--- config.mk ---
export PLATFORM = sky130hd
export DESIGN_NAME = slot_allocator_free_stack_top
export DESIGN_NICKNAME = d
export VERILOG_FILES = /design/src/rtl/core/sfs_pkg.sv /design/src/rtl/core/sfs_ram.sv /design/src/rtl/core/slot_allocator_free_stack_top.sv
export SDC_FILE = /design/constraint.sdc
export NUM_CORES = 1
export LEC_CHECK = 0
export CAP_MARGIN = 20
export CORE_UTILIZATION = 43
export DETAILED_ROUTE_END_ITERATION = 10
export DONT_BUFFER_PORTS = 1
export PLACE_DENSITY_LB_ADDON = 0.15
export SYNTH_ARGS = -nofsm -noshare
export SYNTH_HDL_FRONTEND = slang
export SYNTH_SLANG_ARGS = --single-unit
--- constraint.sdc ---
create_clock -name clk_i -period 7.9 [get_ports clk_i]
set_input_delay 1.58 -clock clk_i [delete_from_list [all_inputs] [get_ports clk_i]]
set_output_delay 1.58 -clock clk_i [all_outputs]
set_load 0.1 [all_outputs]
--- src/rtl/core/sfs_pkg.sv ---
// Package for the slot allocator with a LIFO free stack.
// Holds the request and response types, the pool size and the operation and status codes.
// Depends on nothing.
`default_nettype none

package sfs_pkg;

  localparam int unsigned POOL_SIZE = 64;

  localparam int unsigned OP_W     = 2;
  localparam int unsigned SLOT_W   = 6;
  localparam int unsigned STATUS_W = 3;
  localparam int unsigned LIVE_W   = 7;

  localparam logic [OP_W-1:0] OP_ALLOC = 2'd0;
  localparam logic [OP_W-1:0] OP_FREE  = 2'd1;
  localparam logic [OP_W-1:0] OP_CLEAR = 2'd2;

  localparam logic [STATUS_W-1:0] STAT_GRANTED = 3'd0;
  localparam logic [STATUS_W-1:0] STAT_FULL    = 3'd1;
  localparam logic [STATUS_W-1:0] STAT_FREED   = 3'd2;
  localparam logic [STATUS_W-1:0] STAT_DEAD    = 3'd3;
  localparam logic [STATUS_W-1:0] STAT_ABOVE   = 3'd4;
  localparam logic [STATUS_W-1:0] STAT_CLEARED = 3'd5;

  typedef struct packed {
    logic [OP_W-1:0]   op;
    logic [SLOT_W-1:0] slot_id;
  } sfs_req_t;

  typedef struct packed {
    logic [SLOT_W-1:0]   granted_slot;
    logic [STATUS_W-1:0] status;
    logic [LIVE_W-1:0]   live_count;
  } sfs_rsp_t;

endpackage

`default_nettype wire

--- src/rtl/core/sfs_ram.sv ---
// Generic single-write, single-read RAM with a registered read port.
// Used for the free stack; depends on nothing.
`default_nettype none

module sfs_ram #(
  parameter int unsigned WIDTH = 6,
  parameter int unsigned DEPTH = 64,
  localparam int unsigned AW = (DEPTH > 1) ? $clog2(DEPTH) : 1
) (
  input  wire logic             clk_i,
  input  wire logic             we_i,
  input  wire logic [AW-1:0]    waddr_i,
  input  wire logic [WIDTH-1:0] wdata_i,
  input  wire logic [AW-1:0]    raddr_i,
  output logic      [WIDTH-1:0] rdata_o
);

  logic [WIDTH-1:0] mem_q [DEPTH];

  always_ff @(posedge clk_i) begin
    if (we_i) begin
      mem_q[waddr_i] <= wdata_i;
    end
    rdata_o <= mem_q[raddr_i];
  end

endmodule

`default_nettype wire

--- src/rtl/core/slot_allocator_free_stack_top.sv ---
// Slot allocator with a LIFO free stack; uses sfs_pkg and sfs_ram.
// The result strobe is registered and comes in the cycle after the transfer of a request.
// Throughput: one request per cycle; busy stays low because the top of the
// stack is prefetched from the stack RAM every cycle, with a write bypass.
// Reset clears the counters and the live flags; the stack RAM is not cleared.
// The receiver cannot stall, so every result is presented for one cycle only.
`default_nettype none

module slot_allocator_free_stack_top (
  input  wire logic             clk_i,
  input  wire logic             rst_ni,
  input  wire logic             start,
  output logic                  busy,
  input  wire sfs_pkg::sfs_req_t req_i,
  output logic                  done_o,
  output sfs_pkg::sfs_rsp_t     rsp_o
);

  import sfs_pkg::*;

  localparam int unsigned IDX_W = (POOL_SIZE > 1) ? $clog2(POOL_SIZE) : 1;
  localparam int unsigned CNT_W = $clog2(POOL_SIZE + 1);
  localparam int unsigned EXT_W = (CNT_W > LIVE_W) ? CNT_W : LIVE_W;

  logic [CNT_W-1:0]     depth_q, depth_d;
  logic [CNT_W-1:0]     mark_q, mark_d;
  logic [POOL_SIZE-1:0] live_q, live_d;
  logic                 done_q, done_d;
  logic                 bypass_q, bypass_d;
  logic [IDX_W-1:0]     bypass_data_q;
  sfs_rsp_t             rsp_q, rsp_d;

  logic                 we;
  logic [IDX_W-1:0]     waddr;
  logic [IDX_W-1:0]     raddr;
  logic [IDX_W-1:0]     ram_rdata;
  logic [IDX_W-1:0]     top_data;
  logic [IDX_W-1:0]     slot;
  logic [IDX_W-1:0]     id_idx;
  logic [EXT_W-1:0]     id_ext;
  logic [EXT_W-1:0]     slot_ext;
  logic [EXT_W-1:0]     live_ext;
  logic [CNT_W-1:0]     live_cnt;
  logic [CNT_W-1:0]     depth_m1;
  logic [STATUS_W-1:0]  status;
  logic                 accept;

  assign busy     = 1'b0;
  assign accept   = start && !busy;
  assign id_ext   = EXT_W'(req_i.slot_id);
  assign id_idx   = id_ext[IDX_W-1:0];
  assign top_data = bypass_q ? bypass_data_q : ram_rdata;
  assign waddr    = depth_q[IDX_W-1:0];

  always_comb begin
    depth_d = depth_q;
    mark_d  = mark_q;
    live_d  = live_q;
    we      = 1'b0;
    slot    = '0;
    status  = STAT_DEAD;
    done_d  = accept;
    if (accept) begin
      case (req_i.op)
        OP_ALLOC: begin
          if (depth_q != '0) begin
            depth_d = depth_q - 1'b1;
            slot    = top_data;
            live_d[slot] = 1'b1;
            status  = STAT_GRANTED;
          end else if (mark_q < CNT_W'(POOL_SIZE)) begin
            slot    = mark_q[IDX_W-1:0];
            mark_d  = mark_q + 1'b1;
            live_d[slot] = 1'b1;
            status  = STAT_GRANTED;
          end else begin
            status  = STAT_FULL;
          end
        end
        OP_FREE: begin
          if (id_ext >= EXT_W'(mark_q)) begin
            status = STAT_ABOVE;
          end else if (!live_q[id_idx]) begin
            status = STAT_DEAD;
          end else begin
            live_d[id_idx] = 1'b0;
            we      = 1'b1;
            depth_d = depth_q + 1'b1;
            if (depth_d == CNT_W'(POOL_SIZE)) begin
              depth_d = '0;
              mark_d  = '0;
            end
            status  = STAT_FREED;
          end
        end
        OP_CLEAR: begin
          depth_d = '0;
          mark_d  = '0;
          live_d  = '0;
          status  = STAT_CLEARED;
        end
        default: begin
          status = STAT_DEAD;
        end
      endcase
    end
  end

  assign depth_m1 = depth_d - 1'b1;
  assign raddr    = (depth_d == '0) ? '0 : depth_m1[IDX_W-1:0];
  assign bypass_d = we && (waddr == raddr);

  assign live_cnt = mark_d - depth_d;
  assign live_ext = EXT_W'(live_cnt);
  assign slot_ext = EXT_W'(slot);

  always_comb begin
    rsp_d              = rsp_q;
    if (accept) begin
      rsp_d.granted_slot = slot_ext[SLOT_W-1:0];
      rsp_d.status       = status;
      rsp_d.live_count   = live_ext[LIVE_W-1:0];
    end
  end

  sfs_ram #(
    .WIDTH (IDX_W),
    .DEPTH (POOL_SIZE)
  ) u_stack_ram (
    .clk_i   (clk_i),
    .we_i    (we),
    .waddr_i (waddr),
    .wdata_i (id_idx),
    .raddr_i (raddr),
    .rdata_o (ram_rdata)
  );

  always_ff @(posedge clk_i or negedge rst_ni) begin
    if (!rst_ni) begin
      depth_q  <= '0;
      mark_q   <= '0;
      live_q   <= '0;
      done_q   <= 1'b0;
      bypass_q <= 1'b0;
    end else begin
      depth_q  <= depth_d;
      mark_q   <= mark_d;
      live_q   <= live_d;
      done_q   <= done_d;
      bypass_q <= bypass_d;
    end
  end

  always_ff @(posedge clk_i) begin
    rsp_q         <= rsp_d;
    bypass_data_q <= id_idx;
  end

  assign done_o = done_q;
  assign rsp_o  = rsp_q;

endmodule

`default_nettype wire
-- Word-level counts from Yosys, hierarchy flattened
Memories as Yosys holds them, arrays and structs flattened. A register that Yosys moved wholly into a read port is not among the register bits.
Cells that the tools add are included.
- register bits: 102
- bits in latches: 0
- memory bits (writable): 384
- bits in read-only memories: 0
- bits of input ports: 11
- output and inout bits: 18
- memories: 1
- add/subtract/negate cells: 5
- multipliers: 0
- div/mod/pow operators: 0
- order comparisons: 8
- equality and inequality tests: 7
- shift-type cells: 0
- multiplexer cells: 41
- bitwise operators: 4
- reduce and logical (&&, ||, !) cells: 9
- memories (name ; words ; bits a word ; read ports ; clocked after Yosys merged registers in ; write ports ; line ; source):
    u_stack_ram.mem_q ; 64 ; 6 ; 1 ; 1 ; 1 ; sfs_ram.sv:18 ; logic [WIDTH-1:0] mem_q [DEPTH];
- operator list (operator ; number):
    2-to-1 mux 64 bit ; 4
    one-hot mux 64 bit (3 select lines) ; 1
    bitwise OR 64 bit ; 2
    2-to-1 mux 7 bit ; 11
    AND 64 bit ; 1
    NOT 64 bit ; 1
    one-hot mux 7 bit (3 select lines) ; 2
    2-to-1 mux 6 bit ; 4
    < comparator 6 x 7 -> 1 bit (second input constant) ; 3
    demux 1 bit (select 6 bit) ; 3
    greater-or-equal comparator 6 x 1 -> 1 bit (second input constant) ; 3
    adder 7 x 1 -> 7 bit (second input constant) ; 2
    2-to-1 mux 1 bit ; 13
    one-hot mux 3 bit (3 select lines) ; 1
    == test 7 bit (second input constant) ; 1
    greater-or-equal comparator 6 x 7 -> 1 bit ; 1
    logical NOT 7 bit ; 1
    < comparator 7 bit (second input constant) ; 1
    nonzero test 7 bit ; 1
    subtractor 7 x 1 -> 7 bit (second input constant) ; 1
    subtractor 7 bit ; 1
    binary-select mux 1 bit (select 6 bit) ; 1
    == test 6 bit ; 1
    subtractor 6 x 1 -> 6 bit (second input constant) ; 1
    9 further kinds ; 13

-- Longest topological paths before layout
Gate-level depths: netlist (run 1).
- word-level depth: 11
- gate-level depth with buffers: 27
- gate-level depth less buffers: 19

-- Cells and area by module
From an unflattened synthesis (run 1), not the netlist that was laid out.
- cells, all modules: 1611
- area, all modules: 22521.6 um^2
- by module, submodules not included (module ; instances ; cells each ; area each (um^2)):
    sfs_ram ; 1 ; 720 ; 15225.9
    slot_allocator_free_stack_top ; 1 ; 891 ; 7295.7

-- Worst setup path after synthesis (run 1)
Ideal clock, no wire load.
- path type: input port to flip-flop
- from: in req_i[0] in the netlist's numbering
- to: reg u_stack_ram.rdata_o[2] (read register of u_stack_ram.mem_q)
- setup time: 135 ps
- data arrival time: 6719 ps
- data required time: 7765 ps
- slack: 1046 ps
- stages: 26
- cells stage by stage: buf_4 -> buf_2 -> inv_1 -> ha_1 -> nor2b_1 -> o21ai_0 -> a21oi_1 -> buf_1 -> nand3_4 -> a21o_1 -> nand2_1 -> clkbuf_1 -> clkbuf_1 -> clkbuf_1 -> ha_1 -> o21ai_0 -> or2_1 -> mux2i_4 -> nand4_1 -> and2_1 -> buf_6 -> a221o_1 -> a21oi_1 -> a211oi_1 -> a2111oi_2 -> nand4_1
- cells in the longest elaborated chain, start to end: 8
- elaborated cells on any way between the ends: 10
- those cells by class: add/sub: 1; order compare: 1; mux: 7; reduce/logical: 1
- RTL lines (what ; line ; source):
    start, declared ; slot_allocator_free_stack_top.sv:14 ; input wire sfs_pkg::sfs_req_t req_i,
    binary-select mux 1 bit (select 6 bit) ; slot_allocator_free_stack_top.sv:83 ; end else if (!live_q[id_idx]) begin
    2-to-1 mux 1 bit (implied by the code) ; slot_allocator_free_stack_top.sv:83 ;
    2-to-1 mux 7 bit ; slot_allocator_free_stack_top.sv:83 ;
    2-to-1 mux 7 bit * ; slot_allocator_free_stack_top.sv:81 ; if (id_ext >= EXT_W'(mark_q)) begin
    one-hot mux 7 bit (3 select lines) * ; slot_allocator_free_stack_top.sv:64 ; case (req_i.op)
    2-to-1 mux 7 bit * ; slot_allocator_free_stack_top.sv:63 ; if (accept) begin
    subtractor 6 x 1 -> 6 bit or logical NOT 7 bit (tied branches) ; slot_allocator_free_stack_top.sv:109, slot_allocator_free_stack_top.sv:110 ;
    2-to-1 mux 6 bit * ; slot_allocator_free_stack_top.sv:110 ; assign raddr = (depth_d == '0) ? '0 : depth_m1[IDX_W-1:0];
    end, declared ; sfs_ram.sv:15 ; output logic [WIDTH-1:0] rdata_o
Mark *: on every way between the ends. The rest lies on a longest branch, timed or not. The select of a mux whose other input is x is not followed.
A chain may end at the register's enable or synchronous reset.

-- Worst setup path after layout (run 1)
- from: reg depth_q[1]
- to: reg u_stack_ram.rdata_o[2] (read register of u_stack_ram.mem_q)
- cells in the longest elaborated chain, start to end: 9
- elaborated cells on any way between the ends: 13
- those cells by class: add/sub: 3; eq/ne: 1; mux: 7; reduce/logical: 2
- RTL lines (what ; line ; source):
    start, declared ; slot_allocator_free_stack_top.sv:25 ; logic [CNT_W-1:0] depth_q, depth_d;
    start signal, assigned ; slot_allocator_free_stack_top.sv:146 ; depth_q <= depth_d;
    adder 7 x 1 -> 7 bit ; slot_allocator_free_stack_top.sv:88 ; depth_d = depth_q + 1'b1;
    == test 7 bit ; slot_allocator_free_stack_top.sv:89 ; if (depth_d == CNT_W'(POOL_SIZE)) begin
    2-to-1 mux 7 bit ; slot_allocator_free_stack_top.sv:89 ;
    2-to-1 mux 7 bit ; slot_allocator_free_stack_top.sv:83 ;
    2-to-1 mux 7 bit ; slot_allocator_free_stack_top.sv:81 ;
    one-hot mux 7 bit (3 select lines) ; slot_allocator_free_stack_top.sv:64 ;
    2-to-1 mux 7 bit * ; slot_allocator_free_stack_top.sv:63 ;
    subtractor 6 x 1 -> 6 bit or logical NOT 7 bit (tied branches) ; slot_allocator_free_stack_top.sv:109, slot_allocator_free_stack_top.sv:110 ;
    2-to-1 mux 6 bit * ; slot_allocator_free_stack_top.sv:110 ;
Mark *: on every way between the ends. The rest lies on a longest branch, timed or not.

==> flow_metrics.tcl, run 1 <==
set metrics [dict create \
    power_w 0.0104 \
    syn_to_final_growth_pct 10.9 \
    coreArea_mm2 0.0515 \
    yosysMostFrequentCell "edfxtp_1" \
    numCtsBuffers 52 \
    ff2ff_setup_slack_ns 1.10 \
    yosysUniqueCellTypes 99 \
    synth_cells 1875 \
    cpMaxStageDelayCell "o41ai_1" \
    dieArea_mm2 0.0533 \
    yosys-top-cells-area "edfxtp_1 (53%), dfrtp_1 (8.9%), nand2_1 (4.5%)" \
    drc 0 \
    synth_top_area_frac 0.533 \
    power_density_mw_per_mm2 418 \
    clk_pin_slew_ns 0.06 \
    htree_levels 2 \
    p_int_w 0.00589 \
    status "finished clean" \
    pin_count 29 \
    detail_route.first_pass.iterations 6 \
    yosysSeqAreaShare 0.633 \
    path_cells "inv_1, ha_1, or3b_1, o41ai_1, nor2_1, a21oi_1, o22ai_1, mux2i_2, ha_1, o21ai_0, or2_1, mux2i_4, nand4_1, and2_1, buf_4, buf_4, a221o_1, a21oi_1, a211oi_1, a2111oi_2, nand4_1" \
    fill_cells 4607 \
    viasPerCell 6.41 \
    worstHoldStart "live_q[16]$_DFFE_PN0P_" \
    postRouteAntennaNets 0 \
    hpwl_um 44200 \
    clk_latency_ns 0.61 \
    period_needed_ns 6.80 \
    fin_crit_sh 0.861 \
    fin_area_mm2 0.0250 \
    cts_hold_buf 0 \
    seq_power_share 0.313 \
    cts_buffer_depth 3 \
    antenna_found_initial 0 \
    die_w_um 231 \
    start_kind "register" \
    p_leak_nw 8.48 \
    grt_pass1_wl_um 105000 \
    cts_tree "built" \
    post-cts-setup-buffers 0 \
    crit_path_start "depth_q[1]$_DFF_PN0_" \
    rows 83 \
    fin_worst_skew_ns 0.0247 \
    max_freq_ghz 0.147 \
    syn_area_per_cell_um2 12.0 \
    place_area_mm2 0.0231 \
    ir_worst_vdd_mv 0.272 \
    p_comb_frac 0.437 \
    wirelength_um 71200 \
    ys.warnings.count 0 \
    cts-root-buf "clkbuf_16" \
    r2r_start "depth_q[1]$_DFF_PN0_" \
    endpoint_kind "register" \
    min_path_type "reg2reg" \
    power_frac_clock 0.251 \
    finalSetupTns_ns 0 \
    num_vias 16400 \
    netlist_top_cells_count "edfxtp_1 (400), nand2_1 (270), nor2_1 (138)" \
    worst_slew_pin_slew_ns 1.18 \
    nets 1875 \
    fp.dieH_um 231 \
    rsz0062_at_grt "no" \
    yosysTopAreaCell "edfxtp_1" \
    place_congestion 0.928 \
    grt_usage 0.266 \
    critPathKind "reg2reg" \
    slew_headroom 0.212 \
    clkSinkCount 492 \
    grt_max_degree 95 \
    wire_per_inst_um 27.7 \
    synthArstFlopShare 0.163 \
    ys.flop_type "edfxtp_1" \
    path_max_fanout 16 \
    start_util 0.437 \
    synth_nets 1907 \
    worstPathArrival_ns 7.26 \
    io_buffers 0 \
    place_inst 2468 \
    drt_iter0_drc 2184 \
    finalSetupViolCount 0 \
    grt_overflow 0 \
    p_switching_w 0.00456 \
    drv_slew 0 \
    critPathMaxStageDelay_ns 0.76 \
    diodes 0 \
    final-hold-violation-count 0 \
    swShare 0.437 \
    instances_no_fill 2566 \
    netlist_area_mm2 0.0225 \
    synth_seq_cells 492 \
    drive_above_1_share 0.0970 \
    cts_resized 0 \
    grt_pass1_vias 15600 \
    synth_edf_count 400 \
    drv_cap 0 \
    required_ns 8.36 \
]
==> cell usage in the layout, fill, tap and decap left out, types with 12 or more instances in the layout <==
master	n
nand4_1	16
buf_4	31
nor4_1	12
mux2i_1	47
dfrtp_1	80
mux4_2	16
inv_1	24
ha_1	19
edfxtp_1	400
clkinv_2	13
xnor2_1	14
nand2_1	269
nand3_1	48
clkbuf_16	52
o22ai_1	96
nor2b_1	12
o21ai_0	126
nor3_1	21
a211oi_1	20
a22o_1	65
nor2_1	138
a31oi_1	14
a21oi_1	104
dfxtp_1	12
==> flip-flops by register name, summed over array words and instances, names as in the netlist <==
register and cells:
bypass_data_q 6, bypass_q 1, depth_q 7, done_o 1, live_q 64, mark_q 7, rsp_o 16, u_stack_ram.mem_q 384
u_stack_ram.rdata_o 6
==> worst max-delay path: cells and delay by family, from the launching register on <==
kind                     cells  cell delay [ns]
AO/OA/AOI/OAI                8             2.33
multiplexers                 2             0.56
adder cells (fa/ha/maj)      2             0.58
flip-flops                   1             0.53
buffers and inverters        3             0.76
AND/OR/NAND/NOR              6             1.86
==> stage by stage <==
step / utilization / worst slack (ns) / hold slack [ns]
after floorplan: - / 1.05 / 0.461
after global placement: 0.449 / 0.742 / 0.481
after detailed placement: 0.449 / 0.610 / 0.479
after CTS: 0.485 / 1.19 / 0.501
after global routing: 0.485 / 0.704 / 0.520
final: 0.485 / 1.10 / 0.496
==> metal layers <==
metal | part of all wire | vias up | global-route usage
met5 | 0 | - | 0
met4 | 0.030 | 0 | 0.0890
met3 | 0.096 | 143 | 0.0574
met2 | 0.45 | 930 | 0.402
met1 | 0.43 | 8243 | 0.380
li1 | - | 7124 | -
==> power by group through the flow <==
stage / registers [W] / clock network [W] / logic, W
after CTS: 0.00326 / 0.00265 / 0.00443
after detailed placement: 0.00331 / 0 / 0.00440
after floorplan: 0.00322 / 0 / 0.00288
final: 0.00327 / 0.00262 / 0.00456
after global routing: 0.00328 / 0.00275 / 0.00481
after global placement: 0.00332 / 0 / 0.00438
==> area by class of cell <==
| type | instances | area [um2] | area share |
|---|---|---|---|
| Multi-Input combinational cell | 1239 | 7700 | 0.308 |
| Tap cell | 680 | 851 | 0.0341 |
| Clock buffer | 58 | 1350 | 0.0542 |
| Inverter | 26 | 100 | 0.00401 |
| Sequential cell | 492 | 14300 | 0.571 |
| Timing Repair Buffer | 32 | 244 | 0.00977 |
| Clock inverter | 39 | 465 | 0.0186 |
==> kinds of logic (layout without fill, tap and decap cells) <==
family,after synthesis,in the layout,share of synthesized area
AO/OA/AOI/OAI,535,535,0.158
multiplexers,76,76,0.0441
flip-flops,492,492,0.633
buffers and inverters,144,155,0.0268
adder cells (fa/ha/maj),22,22,0.0124
XOR/XNOR,18,18,0.00700
AND/OR/NAND/NOR,587,587,0.119
other,1,1,0.000167
==> path summary, 6_finish.rpt <==
check | end | depth (start not counted)
max in group asynchronous | depth_q[2]$_DFF_PN0_ | 0
setup reg to reg | u_stack_ram.rdata_o[2]$_DFF_P_ | 21
hold reg to reg | live_q[16]$_DFFE_PN0P_ | 1
setup / recovery | u_stack_ram.rdata_o[2]$_DFF_P_ | 21
min in group asynchronous | done_o$_DFF_PN0_ | 0
hold / removal | live_q[16]$_DFFE_PN0P_ | 1
(Power assumes the default switching activity.)
==> run 2, diff against run 1 <==
==> constraint.sdc (replaced) <==
create_clock -name clk_i -period 6.3 [get_ports clk_i]
set_input_delay 1.26 -clock clk_i [delete_from_list [all_inputs] [get_ports clk_i]]
set_output_delay 1.26 -clock clk_i [all_outputs]
set_load 0.1 [all_outputs]
==> flow_metrics.tcl, run 2 (synthesized netlist as in run 1, its figures left out) <==
set metrics [dict create \
    reg2regPathDepth 21 \
    ir_worst_vdd_mv 0.382 \
    endpoint_kind "register" \
    p_comb_frac 0.464 \
    critPathKind "reg2reg" \
    seq_power_share 0.312 \
    fp.dieH_um 231 \
    io_buffers 0 \
    r2r_start "depth_q[1]$_DFF_PN0_" \
    viasPerCell 6.36 \
    syn_to_final_growth_pct 11.2 \
    drc 0 \
    regToRegEndpoint "u_stack_ram.rdata_o[1]$_DFF_P_" \
    power_density_mw_per_mm2 518 \
    coreArea_mm2 0.0515 \
    drt_iter0_drc 2289 \
    rows 83 \
    path_max_fanout 13 \
    place_area_mm2 0.0234 \
    pin_count 29 \
    rsz0062_at_grt "no" \
    status "finished clean" \
    clkSinkCount 492 \
    nets 1904 \
    antenna_found_initial 0 \
    die_w_um 231 \
    num_vias 16500 \
    largest_reg_flops 384 \
    period_needed_ns 6.01 \
    fill_cells 4637 \
    cts_buffer_depth 3 \
    final_common_cell "edfxtp_1" \
    place_inst 2496 \
    detail_route.first_pass.iterations 5 \
    worst_slew_pin_slew_ns 0.907 \
    clk_pin_slew_ns 0.06 \
    place_congestion 0.918 \
    grt_pass1_vias 15500 \
    wirelength_um 71000 \
    drv_slew 0 \
    slew_headroom 0.396 \
    cts_tree "built" \
    required_ns 6.76 \
    cts-root-buf "clkbuf_16" \
    start_kind "register" \
    dieArea_mm2 0.0533 \
    multiInputGateArea_mm2 0.00772 \
    htree_levels 2 \
    drv_cap 0 \
    fin_crit_sh 0.954 \
    diodes 0 \
    worstPathArrival_ns 6.47 \
    final-hold-violation-count 0 \
    max_freq_ghz 0.166 \
    layout_common_cells "edfxtp_1 (400), nand2_1 (269), nor2_1 (138), o21ai_0 (126), a21oi_1 (104)" \
    start_util 0.437 \
    power_w 0.0130 \
    numCtsBuffers 53 \
    regMostFlops "u_stack_ram.mem_q" \
    min_path_type "in2async" \
    p_switching_w 0.00577 \
    finalSetupTns_ns 0 \
    ff2ff_setup_slack_ns 0.29 \
    drive_above_1_share 0.103 \
    ff_latch_area_mm2 0.0143 \
    grt_max_degree 95 \
    wire_per_inst_um 27.3 \
    grt_pass1_wl_um 104000 \
    finalWorstSetupSlack_ns 0.291 \
    power_frac_clock 0.223 \
    fin_worst_skew_ns 0.0331 \
    grt_overflow 0 \
    p_leak_nw 8.51 \
    fin_area_mm2 0.0250 \
    clk_latency_ns 0.62 \
    swShare 0.444 \
    postRouteAntennaNets 0 \
    pre_cts_ws_ns -0.00904 \
    crit_path_start "depth_q[1]$_DFF_PN0_" \
    grt_usage 0.265 \
    instances_no_fill 2596 \
    finalSetupViolCount 0 \
    p_int_w 0.00722 \
    hpwl_um 44600 \
]
## run 2: cell count changes in the layout (fill, tap and decap cells not counted), sizes merged
cell      change
buf          +28
bufinv        -9
clkbuf        +8
clkinv        +2
clkinvlp      +1
## run 2: metal layers
metal | GRT usage | share of wire | vias to the layer above
met5 | 0 | 0 | -
met2 | 0.389 | 0.44 | 957
li1 | - | - | 7173
met4 | 0.108 | 0.038 | 0
met1 | 0.384 | 0.43 | 8206
met3 | 0.0529 | 0.094 | 173
## run 2: worst max-delay path by stage
stage / cells past startpoint / slack [ns] / to
after floorplan: 26 / 0.05 / u_stack_ram.rdata_o[2]$_DFF_P_
after global placement: 19 / 0.03 / u_stack_ram.rdata_o[1]$_DFF_P_
after detailed placement: 19 / -0.009 / u_stack_ram.rdata_o[1]$_DFF_P_
after CTS: 21 / 0.14 / u_stack_ram.rdata_o[1]$_DFF_P_
after global routing: 21 / 0.11 / u_stack_ram.rdata_o[1]$_DFF_P_
final: 21 / 0.29 / u_stack_ram.rdata_o[1]$_DFF_P_
## run 2: critical path: stages, from the launching register on
cell	delay, ns
dfrtp_1	0.53
inv_1	0.24
ha_1	0.24
or3b_1	0.49
o41ai_2	0.46
nor2_1	0.08
a21oi_1	0.14
o22ai_1	0.11
mux2i_2	0.29
ha_1	0.37
o21ai_0	0.13
or2_1	0.25
mux2i_4	0.21
nand4_1	0.13
buf_4	0.22
nand2_1	0.25
buf_4	0.28
a21oi_1	0.07
a211oi_1	0.41
a211oi_1	0.15
nor4_1	0.62
nand4_1	0.18
## run 2: power by group through the flow
stage	combinational, W	clock (W)	sequential (W)
after global routing	0.00633	0.00305	0.00407
final	0.00603	0.00290	0.00406
after detailed placement	0.00584	0	0.00412
after CTS	0.00588	0.00293	0.00405
after global placement	0.00584	0	0.00412
after floorplan	0.00361	0	0.00404
## run 2: cell type report
cell class	instances	share of cell area
flip-flops and latches	492	0.569
multi-input cells	1239	0.308
clock buffers	66	0.0549
well taps	680	0.0340
repair buffers	60	0.0213
clock inverters	33	0.00839
inverters	26	0.00400
## run 2: metrics by stage
stage | utilization | hold slack (ns)
CTS | 0.485 | 0.319
finish | 0.486 | 0.341
global placement | 0.455 | 0.482
detailed placement | 0.455 | 0.482
global route | 0.486 | 0.327
floorplan | - | 0.461
## run 2: what timing repair did
action	CTS	global route
setup endpoints to repair	0	2
endpoints found under the hold margin	0	0
hold buffers	0	0
gates resized for setup	0	2
setup buffers	0	0
